==> src/hw/rtl/u2c_pkg.sv <==
package u2c_pkg;

	localparam int COUNT_WIDTH_DEF = 16;
	localparam int CFG_INDEX_W = 1;
	localparam int CFG_DATA_W = 16;

	// register indexes on the configuration port
	localparam logic [CFG_INDEX_W-1:0] REG_CAPACITY = 1'd0;
	localparam logic [CFG_INDEX_W-1:0] REG_UNKNOWN_CHAR = 1'd1;

	localparam logic [15:0] CAPACITY_RST = 16'd256;
	localparam logic [7:0] UNKNOWN_CHAR_RST = 8'd42;

	typedef struct packed {
		logic [7:0] in_byte;
		logic in_last;
	} in_item_t;

	typedef struct packed {
		logic [7:0] out_byte;
		logic out_last;
		logic dropped;
	} out_item_t;

	// results of one input byte: up to three equal characters, then maybe a terminator
	typedef struct packed {
		logic [7:0] chr;
		logic [1:0] chars;
		logic term;
		logic drop;
	} grp_t;

endpackage

==> src/hw/rtl/utf8_to_cp1251_stream_top.sv <==
// UTF-8 to CP1251 byte stream converter. One input byte is accepted per cycle whenever the
// result register is free or its last result leaves in the same cycle; each byte gives
// zero to four results (three for an ellipsis, plus a terminating zero), sent one per
// cycle while out_stall is low, so a byte with several results stalls the input until its
// last result leaves, and a byte with none (a lead byte) leaves the input free. Every
// message ends with a zero byte marked out_last whose dropped bit tells whether
// characters beyond capacity minus one were lost. capacity and unknown_char are written
// by index 0 and 1 and should only change while no message is being converted.
module utf8_to_cp1251_stream_top #(
	parameter int COUNT_WIDTH = u2c_pkg::COUNT_WIDTH_DEF
) (
	input logic clk,
	input logic arst_n,
	input logic in_valid,
	output logic in_stall,
	input u2c_pkg::in_item_t in_data,
	output logic out_valid,
	input logic out_stall,
	output u2c_pkg::out_item_t out_data,
	input logic cfg_valid,
	output logic cfg_ready,
	input logic [u2c_pkg::CFG_INDEX_W-1:0] cfg_index,
	input logic [u2c_pkg::CFG_DATA_W-1:0] cfg_data
);

	logic [15:0] capacity_q;
	logic [7:0] unknown_char_q;
	u2c_pkg::grp_t grp;
	logic grp_valid_s1;
	logic [7:0] chr_s1;
	logic [1:0] chars_s1;
	logic term_s1;
	logic drop_s1;
	logic in_accept;
	logic out_take;
	logic grp_done;

	assign cfg_ready = 1'b1;

	always_ff @(posedge clk or negedge arst_n) begin
		if (!arst_n) begin
			capacity_q <= u2c_pkg::CAPACITY_RST;
			unknown_char_q <= u2c_pkg::UNKNOWN_CHAR_RST;
		end else if (cfg_valid && cfg_ready) begin
			case (cfg_index)
				u2c_pkg::REG_CAPACITY: capacity_q <= cfg_data[15:0];
				u2c_pkg::REG_UNKNOWN_CHAR: unknown_char_q <= cfg_data[7:0];
				default: ;
			endcase
		end
	end

	u2c_decode #(
		.COUNT_WIDTH(COUNT_WIDTH)
	) u_decode (
		.clk(clk),
		.arst_n(arst_n),
		.accept(in_accept),
		.item(in_data),
		.capacity(capacity_q),
		.unknown_char(unknown_char_q),
		.grp(grp)
	);

	assign out_take = grp_valid_s1 && !out_stall;
	// last result of the group leaves this cycle
	assign grp_done = out_take && ((chars_s1 == 2'd1 && !term_s1) || chars_s1 == 2'd0);
	assign in_stall = grp_valid_s1 && !grp_done;
	assign in_accept = in_valid && !in_stall;

	always_ff @(posedge clk or negedge arst_n) begin
		if (!arst_n) begin
			grp_valid_s1 <= 1'b0;
			chars_s1 <= 2'd0;
			term_s1 <= 1'b0;
		end else if (in_accept) begin
			grp_valid_s1 <= (grp.chars != 2'd0) || grp.term;
			chars_s1 <= grp.chars;
			term_s1 <= grp.term;
		end else if (grp_done) begin
			grp_valid_s1 <= 1'b0;
		end else if (out_take && chars_s1 != 2'd0) begin
			chars_s1 <= chars_s1 - 2'd1;
		end
	end

	always_ff @(posedge clk) begin
		if (in_accept) begin
			chr_s1 <= grp.chr;
			drop_s1 <= grp.drop;
		end
	end

	assign out_valid = grp_valid_s1;
	assign out_data.out_byte = (chars_s1 != 2'd0) ? chr_s1 : 8'h00;
	assign out_data.out_last = (chars_s1 == 2'd0);
	assign out_data.dropped = (chars_s1 == 2'd0) && drop_s1;

`ifndef SYNTHESIS
	a_group_not_empty: assert property (@(posedge clk) disable iff (!arst_n)
		grp_valid_s1 |-> (chars_s1 != 2'd0 || term_s1))
		else $error("empty result group held");

	a_no_accept_mid_group: assert property (@(posedge clk) disable iff (!arst_n)
		(in_valid && !in_stall) |-> (!grp_valid_s1 || grp_done))
		else $error("input taken while results still pending");

	a_term_zero: assert property (@(posedge clk) disable iff (!arst_n)
		(out_valid && out_data.out_last) |-> (out_data.out_byte == 8'h00))
		else $error("terminator byte not zero");

	a_drop_on_term: assert property (@(posedge clk) disable iff (!arst_n)
		(out_valid && !out_data.out_last) |-> !out_data.dropped)
		else $error("dropped flag on a character");

	a_chars_count_down: assert property (@(posedge clk) disable iff (!arst_n)
		(out_take && !grp_done && chars_s1 != 2'd0) |=> (chars_s1 == $past(chars_s1) - 2'd1))
		else $error("character count did not step");
`endif

endmodule

==> src/hw/rtl/u2c_decode.sv <==
module u2c_decode #(
	parameter int COUNT_WIDTH = u2c_pkg::COUNT_WIDTH_DEF
) (
	input logic clk,
	input logic arst_n,
	input logic accept,
	input u2c_pkg::in_item_t item,
	input logic [15:0] capacity,
	input logic [7:0] unknown_char,
	output u2c_pkg::grp_t grp
);

	localparam int LW = COUNT_WIDTH + 17;

	typedef enum logic [2:0] {
		ST_IDLE,
		ST_D0,
		ST_D1,
		ST_C2,
		ST_OTHER,
		ST_E2_A,
		ST_E2_80,
		ST_E2_X
	} lead_t;

	lead_t lead_q;
	lead_t lead_nxt;
	logic [COUNT_WIDTH-1:0] wc_q;
	logic ovf_q;

	logic [7:0] c;
	logic [7:0] chr;
	logic [1:0] want;
	logic finish;
	logic [15:0] cap_m1;
	logic [LW-1:0] limit;
	logic [LW-1:0] cmax;
	logic [LW-1:0] wc_ext;
	logic [LW-1:0] room;
	logic [1:0] n;
	logic ovf_nxt;

	assign c = item.in_byte;

	always_comb begin
		lead_nxt = ST_IDLE;
		chr = unknown_char;
		want = 2'd0;
		finish = item.in_last;
		case (lead_q)
			ST_D0: begin
				want = 2'd1;
				if (c >= 8'h90 && c < 8'hD0) begin
					chr = c + 8'h30;
				end else if (c == 8'h81) begin
					chr = 8'hA8;
				end else begin
					chr = c;
				end
			end
			ST_D1: begin
				want = 2'd1;
				if (c >= 8'h80 && c < 8'h90) begin
					chr = c + 8'h70;
				end else if (c == 8'h91) begin
					chr = 8'hB8;
				end else begin
					chr = c;
				end
			end
			ST_C2: begin
				want = 2'd1;
				chr = (c == 8'hAB || c == 8'hBB) ? 8'h22 : unknown_char;
			end
			ST_OTHER, ST_E2_X: begin
				want = 2'd1;
			end
			ST_E2_A: begin
				lead_nxt = (c == 8'h80) ? ST_E2_80 : ST_E2_X;
				// message ends inside the triple: one unknown character
				if (item.in_last) begin
					want = 2'd1;
				end
			end
			ST_E2_80: begin
				if (c == 8'h94) begin
					chr = 8'h2D;
					want = 2'd2;
				end else if (c == 8'hA6) begin
					chr = 8'h2E;
					want = 2'd3;
				end else begin
					want = 2'd1;
				end
			end
			default: begin
				if (c == 8'h00) begin
					finish = 1'b1;
				end else if (c < 8'h80) begin
					chr = c;
					want = 2'd1;
				end else if (c == 8'hD0) begin
					lead_nxt = ST_D0;
				end else if (c == 8'hD1) begin
					lead_nxt = ST_D1;
				end else if (c == 8'hC2) begin
					lead_nxt = ST_C2;
				end else if (c == 8'hE2) begin
					lead_nxt = ST_E2_A;
				end else begin
					lead_nxt = ST_OTHER;
				end
			end
		endcase
	end

	// room left in the message, clamped to what the counter holds
	always_comb begin
		cap_m1 = (capacity == 16'd0) ? 16'd0 : capacity - 16'd1;
		cmax = LW'({COUNT_WIDTH{1'b1}});
		limit = LW'(cap_m1);
		if (limit > cmax) begin
			limit = cmax;
		end
		wc_ext = LW'(wc_q);
		room = (limit > wc_ext) ? limit - wc_ext : '0;
		n = (room >= LW'(want)) ? want : room[1:0];
		ovf_nxt = ovf_q | (n != want);
	end

	assign grp.chr = chr;
	assign grp.chars = n;
	assign grp.term = finish;
	assign grp.drop = ovf_nxt;

	always_ff @(posedge clk or negedge arst_n) begin
		if (!arst_n) begin
			lead_q <= ST_IDLE;
			wc_q <= '0;
			ovf_q <= 1'b0;
		end else if (accept) begin
			if (finish) begin
				lead_q <= ST_IDLE;
				wc_q <= '0;
				ovf_q <= 1'b0;
			end else begin
				lead_q <= lead_nxt;
				wc_q <= wc_q + COUNT_WIDTH'(n);
				ovf_q <= ovf_nxt;
			end
		end
	end

endmodule

==> config.mk <==
export PLATFORM = sky130hd
export DESIGN_NAME = utf8_to_cp1251_stream_top
export DESIGN_NICKNAME = d
export VERILOG_FILES = /design/src/hw/rtl/u2c_pkg.sv /design/src/hw/rtl/utf8_to_cp1251_stream_top.sv /design/src/hw/rtl/u2c_decode.sv
export SDC_FILE = /design/constraint.sdc
export NUM_CORES = 1
export LEC_CHECK = 0
export ABC_CLOCK_PERIOD_IN_PS = 10680
export BUFFER_PORTS_ARGS = -buffer_cell sky130_fd_sc_hd__buf_2
export CAP_MARGIN = 5
export CORE_MARGIN = 5
export CORE_UTILIZATION = 45
export CTS_CLUSTER_DIAMETER = 200
export CTS_CLUSTER_SIZE = 16
export DETAILED_ROUTE_END_ITERATION = 8
export SKIP_CTS_REPAIR_TIMING = 1
export SYNTH_ARGS = -nofsm -noshare
export SYNTH_HDL_FRONTEND = slang
export SYNTH_SLANG_ARGS = --single-unit
export TNS_END_PERCENT = 50
==> constraint.sdc <==
create_clock -name clk -period 10.68 [get_ports clk]
set_clock_uncertainty 0.2 [all_clocks]
set_input_delay 1.602 -clock clk [delete_from_list [all_inputs] [get_ports clk]]
set_output_delay 1.602 -clock clk [all_outputs]
set_load 0.02 [all_outputs]
==> impl_metrics.json, run 1 <==
{
  "p_int_uw": 613,
  "p_leak_nw": 2.20,
  "grt_overflow": 0,
  "critPathBufInv": 1,
  "die-area_sq_mm": 0.0129,
  "pwr-share-seq_pct": 29.9,
  "path_clk_slew_ns": 0.07,
  "cp_slowest_stage_delay_ns": 0.54,
  "synthCells": 578,
  "synth_seq_area_share_pct": 30.7,
  "cp.arrival_ns": 6.72,
  "max-cap-violations": 0,
  "start_util_pct": 46.4,
  "drtPass1Iterations": 5,
  "cts_root_buf": "clkbuf_8",
  "path_class": "register to register",
  "yosys_warnings": 0,
  "rows": 37,
  "critPathLaunchType": "register",
  "gp_congestion": 0.933,
  "wl_mm": 12.5,
  "fp.dieW_microns": 113,
  "slew_headroom_pct": 23.7,
  "slowest_stage": "a211oi_1",
  "end_kind": "register",
  "dr_total_vias": 4384,
  "wl_per_cell_microns": 16.6,
  "synth-seq-cells": 57,
  "numCtsBuffers": 9,
  "htreeDepth": 3,
  "outcome": "complete, no violations",
  "fin_cells": 756,
  "hold_violations": 0,
  "clkLatencyLatePin_ns": 0.34,
  "synth.net_count": 640,
  "ioPinCount": 44,
  "cp_data_required_time_ns": 10.66,
  "viasPerCell": 5.80,
  "antenna_found_initial": 0,
  "ant_nets": 0,
  "rsz0062_at_grt": "false",
  "worst_pin_slew_ns": 1.14,
  "hpwlAfterDp_mm": 9.60,
  "cts.sinks": 57,
  "grt_pass1_vias": 4074,
  "drive_gt1_share_pct": 16.3,
  "route.detailed.drc": 0,
  "powerDensity_mw_per_mm2": 199,
  "hold_class": "register to register",
  "power.switching_uw": 449,
  "grt_util_all_layers_pct": 19.9,
  "core_sq_mm": 0.0104,
  "peakVddDrop_uv": 106,
  "grt_pass1_wl_mm": 20.7,
  "synth_edf_count": 9,
  "async_flop_share_pct": 84.2,
  "areaGrowthSynthToFinish_pct": 11.3,
  "syn_avg_cell_area_sq_um": 8.32,
  "synth_ff_type": "dfrtp_1",
  "min_period_ns": 6.74,
  "antenna_cells": 0,
  "drv_slew": 0,
  "path_max_fanout": 13,
  "crit_top_cell": "nor2_1",
  "grt_max_degree": 49,
  "io_buffer_count": 42,
  "synth_area_sq_mm": 0.00481,
  "tns_ns": 0,
  "first_iter_violations": 401,
  "fin_nets": 677,
  "clockBufferDepth": 2,
  "combPwrFrac_pct": 48.5,
  "dp_cells": 740,
  "fillers": 1021,
  "p_clk_share_pct": 21.6,
  "finalSetupViolCount": 0,
  "synth_cell_types": 70,
  "critPathTopFamily": "simple AND/OR/NAND/NOR gates",
  "die_h_microns": 113,
  "cts_tree": "built",
  "fmax_mhz": 148,
  "fin_crit_sh_pct": 63.1,
  "switching_share_pct": 42.3
}
[cell usage in the layout (no fill, tap or decap), types with 12 or more instances in the layout]
master,instances
dfrtp_1,44
o21ai_0,34
mux2_2,24
a21oi_1,44
nor3_1,18
inv_1,41
nand3_1,15
ha_1,29
buf_2,42
nand2b_1,12
xnor2_1,21
nor2_1,57
nor2b_1,14
nand2_1,49
[path summary, 6_finish.rpt]
kind	startpoint	to	slack, ns	cells past startpoint
min in group asynchronous	arst_n	term_s1	1.17	2
max in group asynchronous	arst_n	capacity_q[1]	8.67	2
min	u_decode.ovf_q	u_decode.ovf_q	0.30	1
min reg2reg	u_decode.ovf_q	u_decode.ovf_q	0.30	1
max	capacity_q[2]	u_decode.wc_q[14]	3.94	25
max reg2reg	capacity_q[2]	u_decode.wc_q[14]	3.94	25
[cell usage after synthesis, drive strengths merged (6+ instances only)]
cell type / n / area share, %
a21o: 8 / 1.2
a21oi: 45 / 4.8
and2: 6 / 0.83
and3: 8 / 1.1
clkbuf: 16 / 1.2
dfrtp: 44 / 23
edfxtp: 9 / 5.6
ha: 29 / 7.5
inv: 41 / 3.2
mux2: 24 / 5.6
nand2: 49 / 3.8
nand2b: 12 / 1.6
nand3: 15 / 1.6
nand4: 8 / 1.0
nor2: 59 / 4.8
nor2b: 14 / 1.8
nor3: 18 / 1.9
nor4: 8 / 1.0
nor4b: 6 / 1.1
o211ai: 7 / 1.1
o21ai: 34 / 3.5
or3: 8 / 1.0
xnor2: 21 / 3.8
[power groups by stage]
stage | Sequential [mW] | Clock, mW | Combinational [mW]
3_5_place_dp | 0.321 | 0 | 0.511
3_3_place_gp | 0.319 | 0 | 0.506
2_1_floorplan | 0.299 | 0 | 0.395
4_1_cts | 0.317 | 0.234 | 0.513
5_1_grt | 0.325 | 0.246 | 0.573
6_report | 0.317 | 0.230 | 0.516
[logic make-up (layout without fill, tap and decap cells)]
kind of cell	count (synthesis)	in the layout	share of synthesized area [%]
other	1	1	0.0780
AOI/OAI and AO/OA	147	147	20.3
buffers and inverters	59	101	4.71
DFF	57	57	30.7
xor gates and xnor gates	26	26	4.74
muxes	29	29	6.66
and+or+nand+nor	228	228	24.4
adders and majority gates	31	31	8.38
[flip-flops by register name (all words and copies together) (netlist names)]
| name | count |
|---|---|
| capacity_q | 16 |
| u_decode.wc_q | 16 |
| chr_s1 | 8 |
| unknown_char_q | 8 |
| u_decode.lead_q | 3 |
| chars_s1 | 2 |
| drop_s1 | 1 |
| out_valid | 1 |
| term_s1 | 1 |
| u_decode.ovf_q | 1 |
[per-layer routing]
metal  GRT usage [%]  wire [microns]  vias up
met2            29.9            5490      116
met4            5.21             127        0
met3            3.50             624       11
met5               0               0        -
li1                -               -     2177
met1            29.7            6280     2080
[area by class of cell]
cell class                 instances  area, sq um  share of cell area, %
clock buffer                      11          141                   2.64
clock inverter                     5         78.8                   1.47
inverter                          41          154                   2.88
multi-input combinational        462         3110                   58.0
sequential                        57         1480                   27.6
tap                              136          170                   3.18
timing repair buffer              44          225                   4.21
[stage by stage]
| step | worst slack [ns] | power [mW] | utilization [%] | hold WS (ns) | instance area (sq um) |
|---|---|---|---|---|---|
| 2_1_floorplan | 4.67 | 0.695 | - | 0.262 | 4810 |
| 3_3_place_gp | 4.15 | 0.825 | 49.5 | 0.283 | 5130 |
| 3_5_place_dp | 4.02 | 0.831 | 49.5 | 0.284 | 5130 |
| 4_1_cts | 4.00 | 1.06 | 51.6 | 0.298 | 5350 |
| 5_1_grt | 3.35 | 1.14 | 51.6 | 0.315 | 5350 |
| 6_report | 3.94 | 1.06 | 51.6 | 0.297 | 5350 |
Note: power is estimated with default switching activity, not from simulation.
==> run 2, diff against run 1 <==
Settings changed: ABC_CLOCK_PERIOD_IN_PS 10680 to 5550, PLACE_DENSITY from default to 0.66.
Clock period 10.68 ns to 5.55 ns, I/O delays scaled along.
==> run 2 against run 1 <==
The flow now finishes with violations (negative setup slack). Sequential share of layout area down 4.3 points. Flip-flop and latch count unchanged. Largest power group unchanged. Highest routed layer is now met5. Combinational power rose to 2.6 times the previous value.
==> impl_metrics.json, run 2 (same netlist as run 1, synthesis figures left out) <==
{
  "outcome": "complete, but fails checks",
  "violations": "negative setup slack",
  "drive_gt1_share_pct": 32.7,
  "cts.sinks": 57,
  "areaGrowthSynthToFinish_pct": 31.8,
  "p_int_mw": 1.41,
  "wl_mm": 13.7,
  "grt_pass1_wl_mm": 23.0,
  "ioPinCount": 44,
  "hold_class": "register to register",
  "drtPass1Iterations": 5,
  "hold_violations": 0,
  "final_common_cell": "buf_4",
  "grt_pass1_vias": 4768,
  "grt_util_all_layers_pct": 21.8,
  "numCtsBuffers": 9,
  "fmax_mhz": 170,
  "path_max_fanout": 6,
  "peakVddDrop_uv": 182,
  "max-cap-violations": 0,
  "rows": 37,
  "power.switching_uw": 975,
  "end_kind": "register",
  "cp.arrival_ns": 5.96,
  "fin_ws_ns": -0.339,
  "cp_data_required_time_ns": 5.62,
  "viasPerCell": 5.63,
  "combPwrFrac_pct": 57.0,
  "clkLatencyLatePin_ns": 0.35,
  "drv_slew": 0,
  "core_sq_mm": 0.0104,
  "first_iter_violations": 289,
  "htreeDepth": 3,
  "min_from": "u_decode.ovf_q",
  "antenna_cells": 0,
  "path_class": "register to register",
  "gp_congestion": 0.932,
  "rrSetupSlack_ns": -0.34,
  "utilization_pct": 61.1,
  "timing.rr.start": "capacity_q[4]",
  "cts_tree": "built",
  "mostFrequentLayoutCells": "buf_4 (96), nor2_1 (51), nand2_1 (46), dfrtp_1 (44), buf_2 (42)",
  "slew_headroom_pct": 27.0,
  "worst_pin_slew_ns": 1.10,
  "p_clk_share_pct": 18.3,
  "grt_overflow": 0,
  "antenna_found_initial": 1,
  "path_clk_slew_ns": 0.07,
  "min_period_ns": 5.89,
  "route.detailed.drc": 0,
  "critPathLaunchType": "register",
  "switching_share_pct": 40.9,
  "ant_nets": 0,
  "powerDensity_mw_per_mm2": 376,
  "finalSetupViolCount": 11,
  "fin_crit_sh_pct": 106,
  "pwr-share-seq_pct": 24.7,
  "wl_per_cell_microns": 16.1,
  "fp.dieW_microns": 113,
  "rr_worst_depth": 23,
  "rsz0062_at_grt": "true",
  "fin_nets": 772,
  "whs_endpoint": "u_decode.ovf_q",
  "p_leak_nw": 2.71,
  "clockBufferDepth": 2,
  "cts_root_buf": "clkbuf_8",
  "fin_cells": 851,
  "die-area_sq_mm": 0.0129,
  "io_buffer_count": 42,
  "fillers": 915,
  "dp_cells": 828,
  "dr_total_vias": 4788,
  "grt_max_degree": 49,
  "start_util_pct": 46.4,
  "worst_r2r_endpoint": "u_decode.wc_q[10]",
  "die_h_microns": 113,
  "hpwlAfterDp_mm": 10.6,
  "layout_top_registers": "capacity_q x16, u_decode.wc_q x16",
  "hold_path_depth": 1
}
run 2: stage by stage:
step / worst slack (ns) / cell area (sq um) / power (mW) / TNS (ns) / hold slack, ns
2_1_floorplan: 0.00521 / 4940 / 1.38 / 0 / 0.262
3_3_place_gp: -0.312 / 5900 / 1.84 / -2.15 / 0.271
3_5_place_dp: -0.494 / 5900 / 1.86 / -4.67 / 0.293
4_1_cts: -0.530 / 6120 / 2.30 / -5.21 / 0.304
5_1_grt: -0.561 / 6340 / 2.56 / -5.38 / 0.330
6_report: -0.339 / 6340 / 2.39 / -2.24 / 0.304
run 2: area by class of cell:
class / instances / area, sq um / area share (%)
multi-input combinational: 462 / 3370 / 53.1
sequential: 57 / 1480 / 23.3
timing repair buffer: 139 / 942 / 14.9
clock buffer: 13 / 180 / 2.84
tap: 136 / 170 / 2.69
inverter: 41 / 154 / 2.43
clock inverter: 3 / 46.3 / 0.731
run 2: worst max path at each step:
stage          slack (ns)           endpoint          start
4_1_cts             -0.53  u_decode.wc_q[14]  capacity_q[4]
5_1_grt             -0.56  u_decode.wc_q[14]  capacity_q[4]
3_5_place_dp        -0.49  u_decode.wc_q[14]  capacity_q[4]
6_report            -0.34  u_decode.wc_q[10]  capacity_q[4]
2_1_floorplan       0.005  u_decode.wc_q[10]  capacity_q[4]
3_3_place_gp        -0.31  u_decode.wc_q[14]  capacity_q[4]
run 2: worst max-delay path, stage by stage, from the launching register on:
cell and delay, ns:
dfrtp_1 0.41, nor4_4 0.32, nand2_2 0.11, buf_6 0.12
or2_4 0.25, nor2_4 0.12, xnor2_2 0.09, nor2_2 0.14
ha_4 0.24, a2111oi_4 0.41, a211oi_2 0.11, buf_4 0.17
or4_4 0.40, a2111o_1 0.46, a2111oi_4 0.25, nor2_2 0.09
nor2_4 0.12, mux2i_2 0.25, ha_2 0.22, inv_2 0.05
fa_2 0.41, or3_4 0.38, or3_1 0.37, a21oi_1 0.13
run 2: metal layers:
metal,up-vias,wire [microns],GRT usage (%)
li1,2360,-,-
met1,2272,6240,29.4
met2,127,6570,35.1
met3,27,590,4.46
met4,2,249,6.97
met5,-,16,0
run 2: power by group through the flow:
stage | combinational, mW | sequential (mW) | clock (mW)
CTS | 1.27 | 0.586 | 0.445
global placement | 1.24 | 0.591 | 0
detailed placement | 1.27 | 0.594 | 0
global route | 1.49 | 0.601 | 0.468
floorplan | 0.804 | 0.578 | 0
finish | 1.36 | 0.588 | 0.437
